File: config.mk
export PLATFORM = sky130hd
export DESIGN_NAME = rc_pwm_decode_and_arm
export DESIGN_NICKNAME = d
export VERILOG_FILES = /design/src/sv/rcpd_pkg.sv /design/src/sv/rcpd_csr.sv /design/src/sv/rcpd_capture.sv /design/src/sv/rcpd_eval.sv /design/src/sv/rc_pwm_decode_and_arm.sv
export SDC_FILE = /design/constraint.sdc
export NUM_CORES = 1
export LEC_CHECK = 0
export ABC_AREA = 1
export BUFFER_PORTS_ARGS = -buffer_cell sky130_fd_sc_hd__clkbuf_2
export CAP_MARGIN = 20
export CORE_UTILIZATION = 35
export CTS_CLUSTER_DIAMETER = 100
export CTS_CLUSTER_SIZE = 40
export DETAILED_ROUTE_END_ITERATION = 7
export GPL_TIMING_DRIVEN = 1
export SYNTH_ARGS = -nofsm -noshare
export SYNTH_HDL_FRONTEND = slang
export SYNTH_SLANG_ARGS = --single-unit
File: constraint.sdc
create_clock -name clock -period 15.3 [get_ports clock]
set_input_delay 0.765 -clock clock [delete_from_list [all_inputs] [get_ports clock]]
set_output_delay 0.765 -clock clock [all_outputs]
set_load 0.01 [all_outputs]
File: src/sv/rcpd_pkg.sv
// Shared types and constants for the RC pulse decoder and arming latch.
// No dependencies; imported by every module of the block.
package rcpd_pkg;

   // Default channel count for the top-level parameter
   localparam int NumChannelsDef = 6;

   // Field widths fixed by the item format
   localparam int ChanW  = 3;
   localparam int TimeW  = 16;
   localparam int WidthW = 16;
   localparam int CsrIdxW = 3;

   // Register reset values
   localparam logic [15:0] TimerPeriodRst    = 16'd20000;
   localparam logic [15:0] ThrottleCutoffRst = 16'd1152;
   localparam logic [15:0] ThrottleTopRst    = 16'd1984;
   localparam logic [15:0] RollCenterRst     = 16'd1416;
   localparam logic [15:0] PitchCenterRst    = 16'd1632;
   localparam logic [15:0] ArmThresholdRst   = 16'd1500;
   localparam logic [15:0] GainOffsetRst     = 16'd1000;

   typedef enum logic [CsrIdxW-1:0] {
      REG_TIMER_PERIOD    = 3'd0,
      REG_THROTTLE_CUTOFF = 3'd1,
      REG_THROTTLE_TOP    = 3'd2,
      REG_ROLL_CENTER     = 3'd3,
      REG_PITCH_CENTER    = 3'd4,
      REG_ARM_THRESHOLD   = 3'd5,
      REG_GAIN_OFFSET     = 3'd6
   } reg_idx_type;

   typedef enum logic {
      OP_CAPTURE  = 1'b0,
      OP_EVALUATE = 1'b1
   } op_type;

   typedef struct packed {
      logic [15:0] timer_period;
      logic [15:0] throttle_cutoff;
      logic [15:0] throttle_top;
      logic [15:0] roll_center;
      logic [15:0] pitch_center;
      logic [15:0] arm_threshold;
      logic [15:0] gain_offset;
   } cfg_type;

   typedef struct packed {
      op_type           op;
      logic [ChanW-1:0] channel;
      logic [TimeW-1:0] capture_time;
   } item_type;

   typedef struct packed {
      logic signed [15:0] throttle;
      logic [15:0]        yaw;
      logic signed [4:0]  roll;
      logic signed [4:0]  pitch;
      logic [15:0]        aux_switch;
      logic [8:0]         armed_marker;
      logic [15:0]        aux_knob;
      logic signed [16:0] gain_hundredths;
      logic               armed;
   } result_type;

endpackage

File: src/sv/rcpd_csr.sv
// Configuration register file of the RC pulse decoder.
// Depends on rcpd_pkg for the register index codes and the cfg_type bundle.
module rcpd_csr (
   input  logic                           clock,
   input  logic                           reset,
   input  logic                           csr_valid,
   output logic                           csr_ready,
   input  logic [rcpd_pkg::CsrIdxW-1:0]   csr_index,
   input  logic [15:0]                    csr_data,
   output rcpd_pkg::cfg_type              cfg
);
   import rcpd_pkg::*;

   cfg_type cfg_ff;
   cfg_type cfg_in;

   assign csr_ready = 1'b1;
   assign cfg       = cfg_ff;

   always_comb begin
      cfg_in = cfg_ff;
      if (csr_valid) begin
         unique case (csr_index)
            REG_TIMER_PERIOD:    cfg_in.timer_period    = csr_data;
            REG_THROTTLE_CUTOFF: cfg_in.throttle_cutoff = csr_data;
            REG_THROTTLE_TOP:    cfg_in.throttle_top    = csr_data;
            REG_ROLL_CENTER:     cfg_in.roll_center     = csr_data;
            REG_PITCH_CENTER:    cfg_in.pitch_center    = csr_data;
            REG_ARM_THRESHOLD:   cfg_in.arm_threshold   = csr_data;
            REG_GAIN_OFFSET:     cfg_in.gain_offset     = csr_data;
            default:             cfg_in = cfg_ff;  // unmapped index: drop
         endcase
      end
   end

   always_ff @(posedge clock) begin
      if (reset) begin
         cfg_ff.timer_period    <= TimerPeriodRst;
         cfg_ff.throttle_cutoff <= ThrottleCutoffRst;
         cfg_ff.throttle_top    <= ThrottleTopRst;
         cfg_ff.roll_center     <= RollCenterRst;
         cfg_ff.pitch_center    <= PitchCenterRst;
         cfg_ff.arm_threshold   <= ArmThresholdRst;
         cfg_ff.gain_offset     <= GainOffsetRst;
      end else begin
         cfg_ff <= cfg_in;
      end
   end

endmodule

File: src/sv/rcpd_capture.sv
// Edge capture and pulse width store, one entry per channel.
// Depends on rcpd_pkg for item_type and cfg_type.
module rcpd_capture #(
   parameter int NUM_CHANNELS = rcpd_pkg::NumChannelsDef
) (
   input  logic                                       clock,
   input  logic                                       reset,
   input  logic                                       commit,
   input  rcpd_pkg::item_type                         item,
   input  rcpd_pkg::cfg_type                          cfg,
   output logic [NUM_CHANNELS-1:0][rcpd_pkg::WidthW-1:0] widths
);
   import rcpd_pkg::*;

   localparam int ChanBits = $clog2(NUM_CHANNELS);
   localparam logic [ChanW:0] NumCh = (ChanW + 1)'(NUM_CHANNELS);

   logic [NUM_CHANNELS-1:0]             pending_ff, pending_in;
   logic [NUM_CHANNELS-1:0][TimeW-1:0]  rise_ff, rise_in;
   logic [NUM_CHANNELS-1:0][WidthW-1:0] width_ff, width_in;

   logic                chan_ok;
   logic [ChanBits-1:0] idx;
   logic [TimeW-1:0]    rise;
   logic [WidthW-1:0]   pulse;

   assign chan_ok = {1'b0, item.channel} < NumCh;
   assign idx     = item.channel[ChanBits-1:0];
   assign rise    = rise_ff[idx];

   // Fall before rise means the timer wrapped at its period
   assign pulse = (item.capture_time < rise)
                ? WidthW'(cfg.timer_period - rise + item.capture_time)
                : WidthW'(item.capture_time - rise);

   always_comb begin
      pending_in = pending_ff;
      rise_in    = rise_ff;
      width_in   = width_ff;
      for (int i = 0; i < NUM_CHANNELS; i++) begin
         if (commit && chan_ok && (idx == ChanBits'(i))) begin
            if (!pending_ff[i]) begin
               rise_in[i]    = item.capture_time;
               pending_in[i] = 1'b1;
            end else begin
               width_in[i]   = pulse;
               pending_in[i] = 1'b0;
            end
         end
      end
   end

   always_ff @(posedge clock) begin
      if (reset) begin
         pending_ff <= '0;
         rise_ff    <= '0;
         width_ff   <= '0;
      end else begin
         pending_ff <= pending_in;
         rise_ff    <= rise_in;
         width_ff   <= width_in;
      end
   end

   assign widths = width_ff;

endmodule

File: src/sv/rcpd_eval.sv
// Command evaluation: throttle, axes, aux hold registers and arming latch.
// Depends on rcpd_pkg for cfg_type and result_type.
module rcpd_eval #(
   parameter int NUM_CHANNELS = rcpd_pkg::NumChannelsDef
) (
   input  logic                                          clock,
   input  logic                                          reset,
   input  logic                                          commit,
   input  logic [NUM_CHANNELS-1:0][rcpd_pkg::WidthW-1:0] widths,
   input  rcpd_pkg::cfg_type                             cfg,
   output rcpd_pkg::result_type                          result
);
   import rcpd_pkg::*;

   localparam int          AxisDiv   = 30;
   localparam int          AxisLimit = 10;
   localparam int          AxisSat   = AxisDiv * (AxisLimit + 1);
   // ceil(2^16 / 30); exact for magnitudes below AxisSat
   localparam int          AxisRecip = (65536 + AxisDiv - 1) / AxisDiv;
   localparam logic [8:0]  MarkerVal = 9'd500;

   // (w - c) / 30 toward zero, clamped to +-10
   function automatic logic signed [4:0] axis_cmd(input logic [15:0] w,
                                                  input logic [15:0] c);
      logic signed [16:0] d;
      logic [16:0]        mag;
      logic [20:0]        prod;
      logic [3:0]         q;
      d    = signed'({1'b0, w}) - signed'({1'b0, c});
      mag  = d[16] ? 17'(-d) : 17'(d);
      prod = 21'(mag[8:0]) * 21'(AxisRecip);
      q    = (mag >= 17'(AxisSat)) ? 4'(AxisLimit) : prod[19:16];
      return d[16] ? -signed'({1'b0, q}) : signed'({1'b0, q});
   endfunction

   logic [15:0]        w_throttle, w_yaw, w_switch, w_knob, w_roll, w_pitch;
   logic               below;
   logic signed [16:0] thr_diff, thr_half;
   logic               sw_gt, sw_lt;

   logic               armed_ff, armed_in;
   logic               ready_ff, ready_in;
   logic [15:0]        held_switch_ff, held_switch_in;
   logic [8:0]         held_marker_ff, held_marker_in;
   logic [15:0]        held_knob_ff, held_knob_in;
   logic signed [16:0] held_gain_ff, held_gain_in;

   assign w_throttle = widths[0];
   assign w_yaw      = widths[1];
   assign w_switch   = widths[2];
   assign w_knob     = widths[3];
   assign w_roll     = widths[4];
   assign w_pitch    = widths[5];

   assign below = w_throttle < cfg.throttle_cutoff;
   assign sw_gt = w_switch > cfg.arm_threshold;
   assign sw_lt = w_switch < cfg.arm_threshold;

   // Halve toward zero: bias negatives by one before the arithmetic shift
   assign thr_diff = signed'({1'b0, cfg.throttle_top}) - signed'({1'b0, w_throttle});
   assign thr_half = (thr_diff + signed'({16'b0, thr_diff[16]})) >>> 1;

   always_comb begin
      held_switch_in = held_switch_ff;
      held_marker_in = held_marker_ff;
      held_knob_in   = held_knob_ff;
      held_gain_in   = held_gain_ff;
      armed_in       = armed_ff;
      ready_in       = ready_ff;
      if (below) begin
         armed_in = 1'b0;
      end else begin
         held_switch_in = w_switch;
         held_marker_in = armed_ff ? MarkerVal : 9'd0;
         held_knob_in   = w_knob;
         held_gain_in   = signed'({1'b0, w_knob}) - signed'({1'b0, cfg.gain_offset});
         if (ready_ff && sw_gt) begin
            armed_in = 1'b1;
            ready_in = 1'b0;
         end
         if (sw_lt) begin
            armed_in = 1'b0;
            ready_in = 1'b1;
         end
      end
   end

   always_comb begin
      result.throttle        = below ? 16'sd0 : thr_half[15:0];
      result.yaw             = below ? 16'd0  : w_yaw;
      result.roll            = below ? 5'sd0  : axis_cmd(w_roll, cfg.roll_center);
      result.pitch           = below ? 5'sd0  : axis_cmd(w_pitch, cfg.pitch_center);
      result.aux_switch      = held_switch_in;
      result.armed_marker    = held_marker_in;
      result.aux_knob        = held_knob_in;
      result.gain_hundredths = held_gain_in;
      result.armed           = armed_in;
   end

   always_ff @(posedge clock) begin
      if (reset) begin
         armed_ff       <= 1'b0;
         ready_ff       <= 1'b0;
         held_switch_ff <= '0;
         held_marker_ff <= '0;
         held_knob_ff   <= '0;
         held_gain_ff   <= '0;
      end else if (commit) begin
         armed_ff       <= armed_in;
         ready_ff       <= ready_in;
         held_switch_ff <= held_switch_in;
         held_marker_ff <= held_marker_in;
         held_knob_ff   <= held_knob_in;
         held_gain_ff   <= held_gain_in;
      end
   end

endmodule

File: src/sv/rc_pwm_decode_and_arm.sv
// RC pulse decoder with throttle cutoff and two-flag arming latch.
// Capture items produce no result; evaluates pass the decode and result registers.
// Throughput: one item per cycle, set by the single decode stage feeding the result
// register; an evaluate stalls while that register is full and rsp_tready is low.
// Reset: synchronous, active high; clears widths, edge flags, latch and holds,
// and loads the configuration registers with their defaults.
module rc_pwm_decode_and_arm #(
   parameter int NUM_CHANNELS = rcpd_pkg::NumChannelsDef
) (
   input  logic                         clock,
   input  logic                         reset,
   // Input items
   input  logic                         req_tvalid,
   output logic                         req_tready,
   input  logic [23:0]                  req_tdata,  // channel[2:0], capture_time[18:3], pad
   input  logic                         req_tuser,  // op
   // Result items
   output logic                         rsp_tvalid,
   input  logic                         rsp_tready,
   // throttle[15:0], yaw[31:16], roll[36:32], pitch[41:37], aux_switch[57:42],
   // armed_marker[66:58], aux_knob[82:67], gain_hundredths[99:83], armed[100], pad
   output logic [103:0]                 rsp_tdata,
   // Configuration writes
   input  logic                         csr_valid,
   output logic                         csr_ready,
   input  logic [rcpd_pkg::CsrIdxW-1:0] csr_index,
   input  logic [15:0]                  csr_data
);
   import rcpd_pkg::*;

   cfg_type cfg;

   // Decode stage: one registered item waiting to be applied to the state
   logic       s1_valid_ff, s1_valid_in;
   item_type   s1_item_ff;
   logic       s1_fire;
   logic       cap_commit, eval_commit;

   logic [NUM_CHANNELS-1:0][WidthW-1:0] widths;
   result_type result;

   // Result register
   logic       rsp_valid_ff, rsp_valid_in;
   result_type rsp_data_ff;

   rcpd_csr u_csr (
      .clock     (clock),
      .reset     (reset),
      .csr_valid (csr_valid),
      .csr_ready (csr_ready),
      .csr_index (csr_index),
      .csr_data  (csr_data),
      .cfg       (cfg)
   );

   // A capture always drains; an evaluate needs room in the result register
   assign s1_fire = s1_valid_ff
                 && ((s1_item_ff.op == OP_CAPTURE) || !rsp_valid_ff || rsp_tready);
   assign cap_commit  = s1_fire && (s1_item_ff.op == OP_CAPTURE);
   assign eval_commit = s1_fire && (s1_item_ff.op == OP_EVALUATE);

   assign req_tready  = !s1_valid_ff || s1_fire;
   assign s1_valid_in = (req_tvalid && req_tready) || (s1_valid_ff && !s1_fire);

   rcpd_capture #(.NUM_CHANNELS(NUM_CHANNELS)) u_capture (
      .clock  (clock),
      .reset  (reset),
      .commit (cap_commit),
      .item   (s1_item_ff),
      .cfg    (cfg),
      .widths (widths)
   );

   rcpd_eval #(.NUM_CHANNELS(NUM_CHANNELS)) u_eval (
      .clock  (clock),
      .reset  (reset),
      .commit (eval_commit),
      .widths (widths),
      .cfg    (cfg),
      .result (result)
   );

   // Hold the result until taken; a new evaluate may load on the same edge
   assign rsp_valid_in = eval_commit || (rsp_valid_ff && !rsp_tready);

   always_ff @(posedge clock) begin
      if (reset) begin
         s1_valid_ff  <= 1'b0;
         rsp_valid_ff <= 1'b0;
      end else begin
         s1_valid_ff  <= s1_valid_in;
         rsp_valid_ff <= rsp_valid_in;
      end
   end

   // Payload registers: no reset needed
   always_ff @(posedge clock) begin
      if (req_tvalid && req_tready) begin
         s1_item_ff.op           <= op_type'(req_tuser);
         s1_item_ff.channel      <= req_tdata[2:0];
         s1_item_ff.capture_time <= req_tdata[18:3];
      end
      if (eval_commit) begin
         rsp_data_ff <= result;
      end
   end

   assign rsp_tvalid = rsp_valid_ff;
   assign rsp_tdata  = {3'b000,
                        rsp_data_ff.armed,
                        rsp_data_ff.gain_hundredths,
                        rsp_data_ff.aux_knob,
                        rsp_data_ff.armed_marker,
                        rsp_data_ff.aux_switch,
                        rsp_data_ff.pitch,
                        rsp_data_ff.roll,
                        rsp_data_ff.yaw,
                        rsp_data_ff.throttle};

endmodule
* After elaboration in Yosys (flattened, before gate mapping)
Index checks and enable logic that the tools add are counted.
Storage, ports and cells: register bits after elaboration 493, latch bits 0, RAM bits 0, ROM bits 0, input port bits 49, output and inout port bits 107, logic and storage cells 163, memories 0
Cells by class: $add $sub $neg 12, multiply operators 2, div/mod/pow operators 0, order comparisons 8, equal/unequal tests 11, shift-type cells 0, mux-type cells 25, bitwise logic cells 10, reductions and logical operators 48
Operators with widths (count):
- subtractor 16 x 16 -> 17 bit | 4
- 2-to-1 mux 16 bit | 4
- 2-to-1 mux 17 bit | 3
- binary-select mux 16 bit (select 3 bit) | 1
- < comparator 16 bit | 3
- multiplier 9 x 12 -> 20 bit, second input constant | 2
- AND reduction 2 bit | 19
- >= comparator 17 x 9 -> 1 bit, second input constant | 2
- negation 17 bit | 2
- subtractor 16 bit | 2
- 2-to-1 mux 9 bit | 2
- adder 17 x 2 -> 17 bit | 1
- adder 16 bit | 1
- greater-than comparator 16 bit | 1
- 2-to-1 mux 4 bit | 4
- equality test 3 bit, second input constant | 5
- logical AND 1 bit | 14
- equality test 3 x 2 -> 1 bit, second input constant | 4
- 2-to-1 mux 1 bit | 11
- negation 4 -> 5 bit | 2
- inverter 1 bit | 10
- equality test 3 x 1 -> 1 bit, second input constant | 2
- logical NOT 3 bit | 2
- logical OR 1 bit | 5
- other kinds (6) | 10

* Logic depth before layout (Yosys ltp)
Gate-level depths: netlist of the first run.
depth in word-level cells 8, gate-level depth with buffers 32

* Cells and area by module
Synthesis of the first run repeated with hierarchy kept, for this count alone.
Second synthesis, totals: cell total of the unflattened synthesis 3885, area, all modules 28442.3 um^2
Modules (own cells, without submodules):
- rcpd_eval | instances 1, cells each 1776, area each 10366.2 um^2, sequential area each 1201.2 um^2
- rcpd_capture | instances 1, cells each 1356, area each 9928.3 um^2, sequential area each 3963.8 um^2
- rcpd_csr | instances 1, cells each 610, area each 4371.7 um^2, sequential area each 2242.2 um^2
- rc_pwm_decode_and_arm | instances 1, cells each 143, area each 3776.1 um^2, sequential area each 3673.5 um^2

* Worst setup path after synthesis of the first run
No wires, ideal clock.
path kind in2reg, start point input rsp_tready, end point register u_eval.held_knob_ff[0], setup time 0.086 ns, arrival 6.905 ns, required time 15.214 ns, path slack 8.310 ns, stages 8, buffers on the path 2, cells stage by stage nor2_1 nor2_1 nand2_1 inv_1 buf_2 clkbuf_1 nor2_1 a211oi_1
On the way: longest elaborated chain between the ends 3
RTL lines:
- start, declared | line rc_pwm_decode_and_arm.sv:19 | input logic rsp_tready,
- logical OR 1 bit | line rc_pwm_decode_and_arm.sv:58 | && ((s1_item_ff.op == OP_CAPTURE) || !rsp_valid_ff || rsp_tready);
- logical AND 1 bit | line rc_pwm_decode_and_arm.sv:58
- logical AND 1 bit | line rc_pwm_decode_and_arm.sv:60 | assign eval_commit = s1_fire && (s1_item_ff.op == OP_EVALUATE);
- named net eval_commit | line rc_pwm_decode_and_arm.sv:37 | logic cap_commit, eval_commit;
- end signal, assigned | line rcpd_eval.sv:113 | held_knob_ff <= held_knob_in;
- end, declared | line rcpd_eval.sv:45 | logic [15:0] held_knob_ff, held_knob_in;
The timed path passes the listed nets, and every way through them passes these cells. A chain may end at the register's enable or synchronous reset.

* Final worst setup path of the first run
start point register u_csr.cfg_ff (netlist bit u_csr.cfg[32]), end point register rsp_data_ff (netlist bit rsp_tdata[38]), data pin
On the way: longest elaborated chain between the ends 7, elaborated cells between the ends (all ways) 8
RTL lines:
- start, declared | line rcpd_csr.sv:14 | cfg_type cfg_ff;
- start signal, assigned | line rcpd_csr.sv:46 | cfg_ff <= cfg_in;
- subtractor 16 x 16 -> 17 bit * | line rcpd_eval.sv:29 | d = signed'({1'b0, w}) - signed'({1'b0, c});
- negation 17 bit | line rcpd_eval.sv:30 | mag = d[16] ? 17'(-d) : 17'(d);
- 2-to-1 mux 17 bit | line rcpd_eval.sv:30
- multiplier 9 x 12 -> 20 bit / >= comparator 17 x 9 -> 1 bit (equally long branches) | line rcpd_eval.sv:31, rcpd_eval.sv:32
- 2-to-1 mux 4 bit | line rcpd_eval.sv:32 | q = (mag >= 17'(AxisSat)) ? 4'(AxisLimit) : prod[19:16];
- negation 4 -> 5 bit | line rcpd_eval.sv:33 | return d[16] ? -signed'({1'b0, q}) : signed'({1'b0, q});
- 2-to-1 mux 4 bit * | line rcpd_eval.sv:33
- end signal, assigned | line rc_pwm_decode_and_arm.sv:104 | rsp_data_ff <= result;
- end, declared | line rc_pwm_decode_and_arm.sv:44 | result_type rsp_data_ff;
Mark *: on every way between the ends. The rest lies on a longest branch, timed or not.

==> run metrics, run 1 <==
TritonCTS clock tree built; hold endpoint s1_item_ff[17]; Reg clk slew, reported paths approximately 0.14 ns; cells after synthesis 3505; Die Height between 200 and 300 µm; Pleak 12.82 nW; port bufs around 150; clock skew 0.06111 ns; hold crit path type in -> reg; final hold vios 0; Top FF cell, synth dfxtp_1; CP Class reg -> reg; status completed; CTS Hold Bufs 0; grt total ovfl 0; critical path required time around 16 ns; Pre-antenna DRT Iters 5; post-CTS setup buffers 0; largest cells by area after synthesis dfxtp_1 (28%), edfxtp_1 (13%), nand2_1 (9.1%), ha_1 (9.0%), inv_1 (7.6%); Avg Cell Area, Syn roughly 7.7 µm²; largest net degree at the start of global routing 92; worst vdd ir 0.06488 mV; reg2reg path depth 26; worst flop-to-flop path endpoint rsp_tdata[38]; RSZ-0062 raised after global routing false; register area share after synthesis 41.03%; launching point of the worst reg2reg path u_csr.cfg[32]; Period Utilization, post-route 37.93%; count of different cell masters after synthesis 56; top cell type's share of synthesized area 27.58%; layout cells sized above 1 7.527%; vias in the first global route approximately 20k; R2R Setup Slk 9.50 ns; full die area 78270 µm²; H-tree depth 1; commonest non-fill, non-tap cell in the layout nand2_1; CP startpoint u_csr.cfg[32]; Slew Limit Fails 0; power density cells 86.07 nW/µm²; Synth Warn # 0; Ant. Diodes 0; flops & latches, synth 493; Detail Route Antenna Nets 0; via count 22.25k; CP arrival slightly above 6 ns; drt via density between 4 and 5; Critical Path End Type flop; Tmin final 5.804 ns; area delta synth->final 8.701%; synthesized area 27010 µm²; Detailed Route WL ~71 mm; Die Span X 279.8 µm; GPL Wtd Cong 0.9050; Longest Clk Path Bufs 3; worst skew pair latency 0.58 ns; PostCTS Resize Cnt 0; GRT Overall Usage 17.78%; number of DRC markers in iteration 0 1601; core footprint 76200 µm²; worst hold start req_tdata[1]; detailed placer's ending HPWL ~52 mm; WHS Path Cells 1; ys async rst share 0%; WL/cell 15.45 µm; CTS buffer count 18; setup_tns 0 ns; cell taking the most area after synthesis dfxtp_1; Worst-Margin Slew 1.094 ns; power consumption 0.002527 W; Final #Nets 3848; crit start category flop; Post-synth EDFFs 121; CP Max Fanout 17; CTS sink count roughly 490; fmax 172.3 MHz; Std-Cell Rows 101; antenna violations before repair 4; Worst slew margin around a quarter; endpoints failing setup 0; Post-route DRC 0; global-route wire length before repair 110.6 mm; most frequent cells in the layout nand2_1 (651), inv_1 (543), dfxtp_1 (372), o21ai_0 (331), nor2_1 (286); Max Cap Violations 0; IO Count 156; Initial Utilization between 30% and 40%; CTS root buf clkbuf_16
worst max path at each step:
| stage | to | slack, ns | depth (start not counted) |
|---|---|---|---|
| 6_report | rsp_tdata[38] | 9.50 | 26 |
| 5_1_grt | rsp_tdata[39] | 9.00 | 28 |
| 4_1_cts | rsp_tdata[38] | 9.46 | 26 |
| 3_5_place_dp | rsp_tdata[38] | 9.52 | 26 |
| 3_3_place_gp | rsp_tdata[38] | 9.58 | 26 |
| 2_1_floorplan | u_eval.held_knob_ff[0] | 8.31 | 8 |
flip-flops by register name, indices dropped and copies added (netlist names):
| name | flops |
|---|---|
| u_eval.held_switch_ff | 16 |
| s1_valid_ff | 1 |
| rsp_tvalid | 1 |
| u_eval.armed_ff | 1 |
| u_eval.held_marker_ff | 9 |
| u_eval.ready_ff | 1 |
| s1_item_ff | 20 |
| u_csr.cfg | 112 |
| u_capture.pending_ff | 6 |
| rsp_tdata | 101 |
| u_eval.held_knob_ff | 16 |
| u_capture.rise_ff | 96 |
| u_capture.widths | 96 |
| u_eval.held_gain_ff | 17 |
cell usage after synthesis, types with 3 or more instances:
cell type / count
o22ai_1: 88
nand3_2: 11
o21ai_0: 331
nand3_1: 126
fa_1: 30
and2_1: 7
clkbuf_1: 105
a221oi_1: 4
ha_1: 194
or2_2: 8
o21ai_1: 16
o21a_1: 5
buf_4: 7
clkinv_1: 3
o211ai_1: 32
inv_2: 9
buf_2: 3
a211oi_1: 36
a21boi_0: 4
nand2_1: 652
a21o_1: 5
nor4_1: 4
nor2_1: 288
o221ai_1: 14
a22oi_1: 3
nand4_1: 25
xnor2_1: 22
xor2_1: 47
nand3b_1: 11
edfxtp_1: 121
a31oi_1: 6
buf_1: 4
o21bai_1: 4
nor3_1: 24
or2_1: 5
inv_1: 545
nand2_2: 19
a21oi_1: 283
dfxtp_1: 372
nor2_2: 11
worst max-delay path, cell delays in order (launching register included):
cell      delay (ns)
dfxtp_1         0.37
ha_1            0.22
fa_1            0.39
inv_1           0.11
nand3_1         0.13
nand2_2         0.14
nand2_2         0.06
nand2_1         0.07
nand2_1         0.10
nand2_2         0.23
inv_2           0.20
nand2_1         0.12
xor2_1          0.40
ha_1            0.35
fa_1            0.40
ha_1            0.19
ha_1            0.30
nand2_1         0.11
o21ai_0         0.10
a21oi_1         0.19
nor2_1          0.06
a221oi_1        0.31
nand3_1         0.18
or2_1           0.29
ha_1            0.29
o21ai_0         0.17
a21oi_1         0.06
cells by family (layout without fill, tap and decap cells):
kind of cell	count (synthesis)	in the layout	share of synthesized area, %
AND/OR/NAND/NOR	1197	1197	18.62
other	2	4	0.02781
AO/OA/AOI/OAI	840	840	17.22
flip-flops	493	493	41.03
XOR/XNOR	69	69	2.238
multiplexers	1	1	0.03707
adder cells (fa/ha/maj)	224	224	11.21
buffers and inverters	679	759	9.614
where the power goes:
part           switching (W)  internal, W  total, W
Sequential         0.0000133      0.00136   0.00137
Clock               0.000432     0.000250  0.000682
Combinational       0.000317     0.000159  0.000476
cell type report:
cell class                 instances  area, µm²
fill                            7947      46850
tap                             1030       1289
clock buffer                      25      498.0
clock inverter                     7      121.4
timing repair buffer             169      907.1
inverter                         558       2101
sequential                       493      11080
multi-input combinational       2335      13360
metal layers:
layer	part of all wire, %	wire, µm	vias up	global-route usage (%)
met5	0	0	-	0
met4	1.8	1258	0	3.321
met3	3.9	2756	53	1.718
met2	46	32600	374	29.82
met1	49	34720	10164	24.83
li1	-	-	11658	-
through the flow:
step | utilization [%] | area [µm²] | setup WS (ns) | cells | hold slack, ns
2_1_floorplan | - | 27010 | 8.310 | 3507 | 0.4246
3_3_place_gp | 37.70 | 28730 | 9.578 | 4584 | 0.4329
3_5_place_dp | 37.70 | 28730 | 9.516 | 4584 | 0.4366
4_1_cts | 38.51 | 29340 | 9.463 | 4616 | 0.3211
5_1_grt | 38.52 | 29360 | 9.000 | 4617 | 0.3187
6_report | 38.52 | 29360 | 9.496 | 4617 | 0.3487
No activity file was read; power rests on OpenSTA's default activity.
==> run 2: changes to the inputs <==
==> constraint.sdc (replaced) <==
create_clock -name clock -period 5.3 [get_ports clock]
set_input_delay 0.265 -clock clock [delete_from_list [all_inputs] [get_ports clock]]
set_output_delay 0.265 -clock clock [all_outputs]
set_load 0.01 [all_outputs]
==> run 2 against run 1 <==
  * Final area is 3.0% higher
  * Utilization is 1.2 points higher
  * Clock skew is 0.012 ns higher
  * Sequential power rose to 2.9 times the previous value
  * Power rose to 3.0 times the previous value
  * Maximum frequency is 15% higher
  * Cell count rose by 1.5%
  * Wire length rose by 2.2%
  * Largest cell class unchanged
  * Critical endpoint is now rsp_tdata[33]
==> run metrics, run 2 (synthesized netlist as in run 1, its figures left out) <==
worst hold start csr_data[14]; H-tree depth 1; CTS buffer count 20; worst skew pair latency 0.61 ns; layout cells sized above 1 9.611%; Max Cap Violations 0; Std-Cell Rows ~100; slowest CP cell fa_2; WL/cell 15.56 µm; CP arrival 5.31 ns; Bufs and invs on worst path 3; RSZ-0062 raised after global routing true; global-route wire length before repair 114.6 mm; core footprint 76200 µm²; most frequent cells in the layout nand2_1 (646), inv_1 (539), dfxtp_1 (372), o21ai_0 (328), nor2_1 (282); CP startpoint u_capture.widths[64]; Worst-Margin Slew 1.060 ns; Die Span X 279.8 µm; Die Height 279.8 µm; GPL Wtd Cong 0.9036; Reg clk slew, reported paths 0.13 ns; CTS root buf clkbuf_16; vias in the first global route 21.00k; commonest non-fill, non-tap cell in the layout nand2_1; drt via density between 4 and 5; Longest Clk Path Bufs 3; TritonCTS clock tree built; Critical Path End Type flop; Detailed Route WL 72.90 mm; setup_tns 0 ns; Initial Utilization 35.44%; hold_ws 0.08978 ns; endpoints failing setup 0; Pleak 13.19 nW; max FFs per register 112; power consumption 0.007628 W; detailed placer's ending HPWL 53.83 mm; Slew Limit Fails 0; port bufs 146; number of DRC markers in iteration 0 about 1.5k; Detail Route Antenna Nets 0; CP Class reg -> reg; Final Instance Count excl. Fillers 4684; hold crit path type in -> reg; full die area 78270 µm²; Final #Nets 3911; CTS sink count 493; Post-route DRC 0; largest net degree at the start of global routing between 100 and 150; final hold vios 0; fmax 198.9 MHz; Tmin final approximately 5 ns; via count 22.68k; grt total ovfl 0; clock skew 0.07326 ns; crit start category flop; Period Utilization, post-route 94.88%; Pre-antenna DRT Iters 6; critical path required time around 5.6 ns; CP delay by family, top adder cells; worst vdd ir 0.2410 mV; Largest stage delay, worst path 0.57 ns; GRT Overall Usage 18.36%; Worst slew margin between 20% and 30%; IO Count 156; CP Max Fanout 4; launching point of the worst reg2reg path u_capture.widths[64]; area delta synth->final 12.00%; status completed; Inst Count DP 4617; power density cells 252.2 nW/µm²; antenna violations before repair 10
## run 2: changes by cell type in the layout (fill, tap and decap cells not counted), sizes merged
cell / previous run / this run
buf: 23 / 62
dlygate4sd3: 0 / 22
inv: 558 / 561
diode: 0 / 2
clkinv: 7 / 8
## run 2: worst reg2reg max path, cell delays in order, from the launching register on
cell	delay (ns)
dfxtp_1	0.33
inv_1	0.06
ha_2	0.19
fa_2	0.57
ha_1	0.15
inv_1	0.06
nor2_2	0.09
nand3_1	0.09
nor2_1	0.14
nand2_2	0.09
nand2_4	0.09
xor2_4	0.24
ha_4	0.25
fa_1	0.40
ha_1	0.20
ha_1	0.30
nand2_2	0.10
inv_1	0.06
nand3_1	0.10
nor2_1	0.05
a31o_2	0.24
nor2_4	0.09
nand2_1	0.07
xor2_1	0.14
nor2_2	0.16
ha_2	0.30
o21ai_0	0.15
a21oi_1	0.06
## run 2: power breakdown
group | switching [W] | internal [W] | total (W)
registers | 0.0000373 | 0.00391 | 0.00395
clock network | 0.00135 | 0.000819 | 0.00217
logic | 0.000964 | 0.000546 | 0.00151
## run 2: path summary, 6_finish.rpt
| kind | end | slack [ns] | cells after the start |
|---|---|---|---|
| max | rsp_tdata[33] | 0.27 | 27 |
| min | u_csr.cfg[110] | 0.09 | 3 |
| max reg2reg | rsp_tdata[33] | 0.27 | 27 |
| min reg2reg | u_eval.held_marker_ff[1] | 0.46 | 2 |
## run 2: routing by layer
| metal | vias to the layer above | share of wire (%) | GRT usage, % | wire, µm |
|---|---|---|---|---|
| met2 | 417 | 45 | 30.58 | 33080 |
| li1 | 11797 | - | - | - |
| met4 | 2 | 2.5 | 4.161 | 1833 |
| met5 | - | 0.019 | 0 | 14 |
| met3 | 62 | 4.9 | 2.085 | 3581 |
| met1 | 10397 | 47 | 25.35 | 34390 |
## run 2: layout make-up
type | instances | area (µm²)
Fill cell | 7910 | 45950
Multi-Input combinational cell | 2335 | 13580
Sequential cell | 493 | 11080
Inverter | 558 | 2101
Timing Repair Buffer | 230 | 1453
Tap cell | 1030 | 1289
Clock buffer | 25 | 540.5
Clock inverter | 11 | 202.7
Antenna cell | 2 | 5.005
## run 2: through the flow
stage / area [µm²] / utilization [%] / setup slack (ns)
after global placement: 28980 / 38.02 / 0.1015
after detailed placement: 28980 / 38.02 / 0.04385
after CTS: 29940 / 39.29 / 0.008439
after floorplan: 27020 / - / 0.2950
after global routing: 30250 / 39.69 / -0.04147
final: 30250 / 39.69 / 0.2711
## run 2: what timing repair did
action,CTS,global route
cloned,0,0
pin swaps,0,20
setup buffers,0,5
endpoints found under the hold margin,22,0
hold buffers,22,0
resized for setup,1,47
setup endpoints to repair,2,8
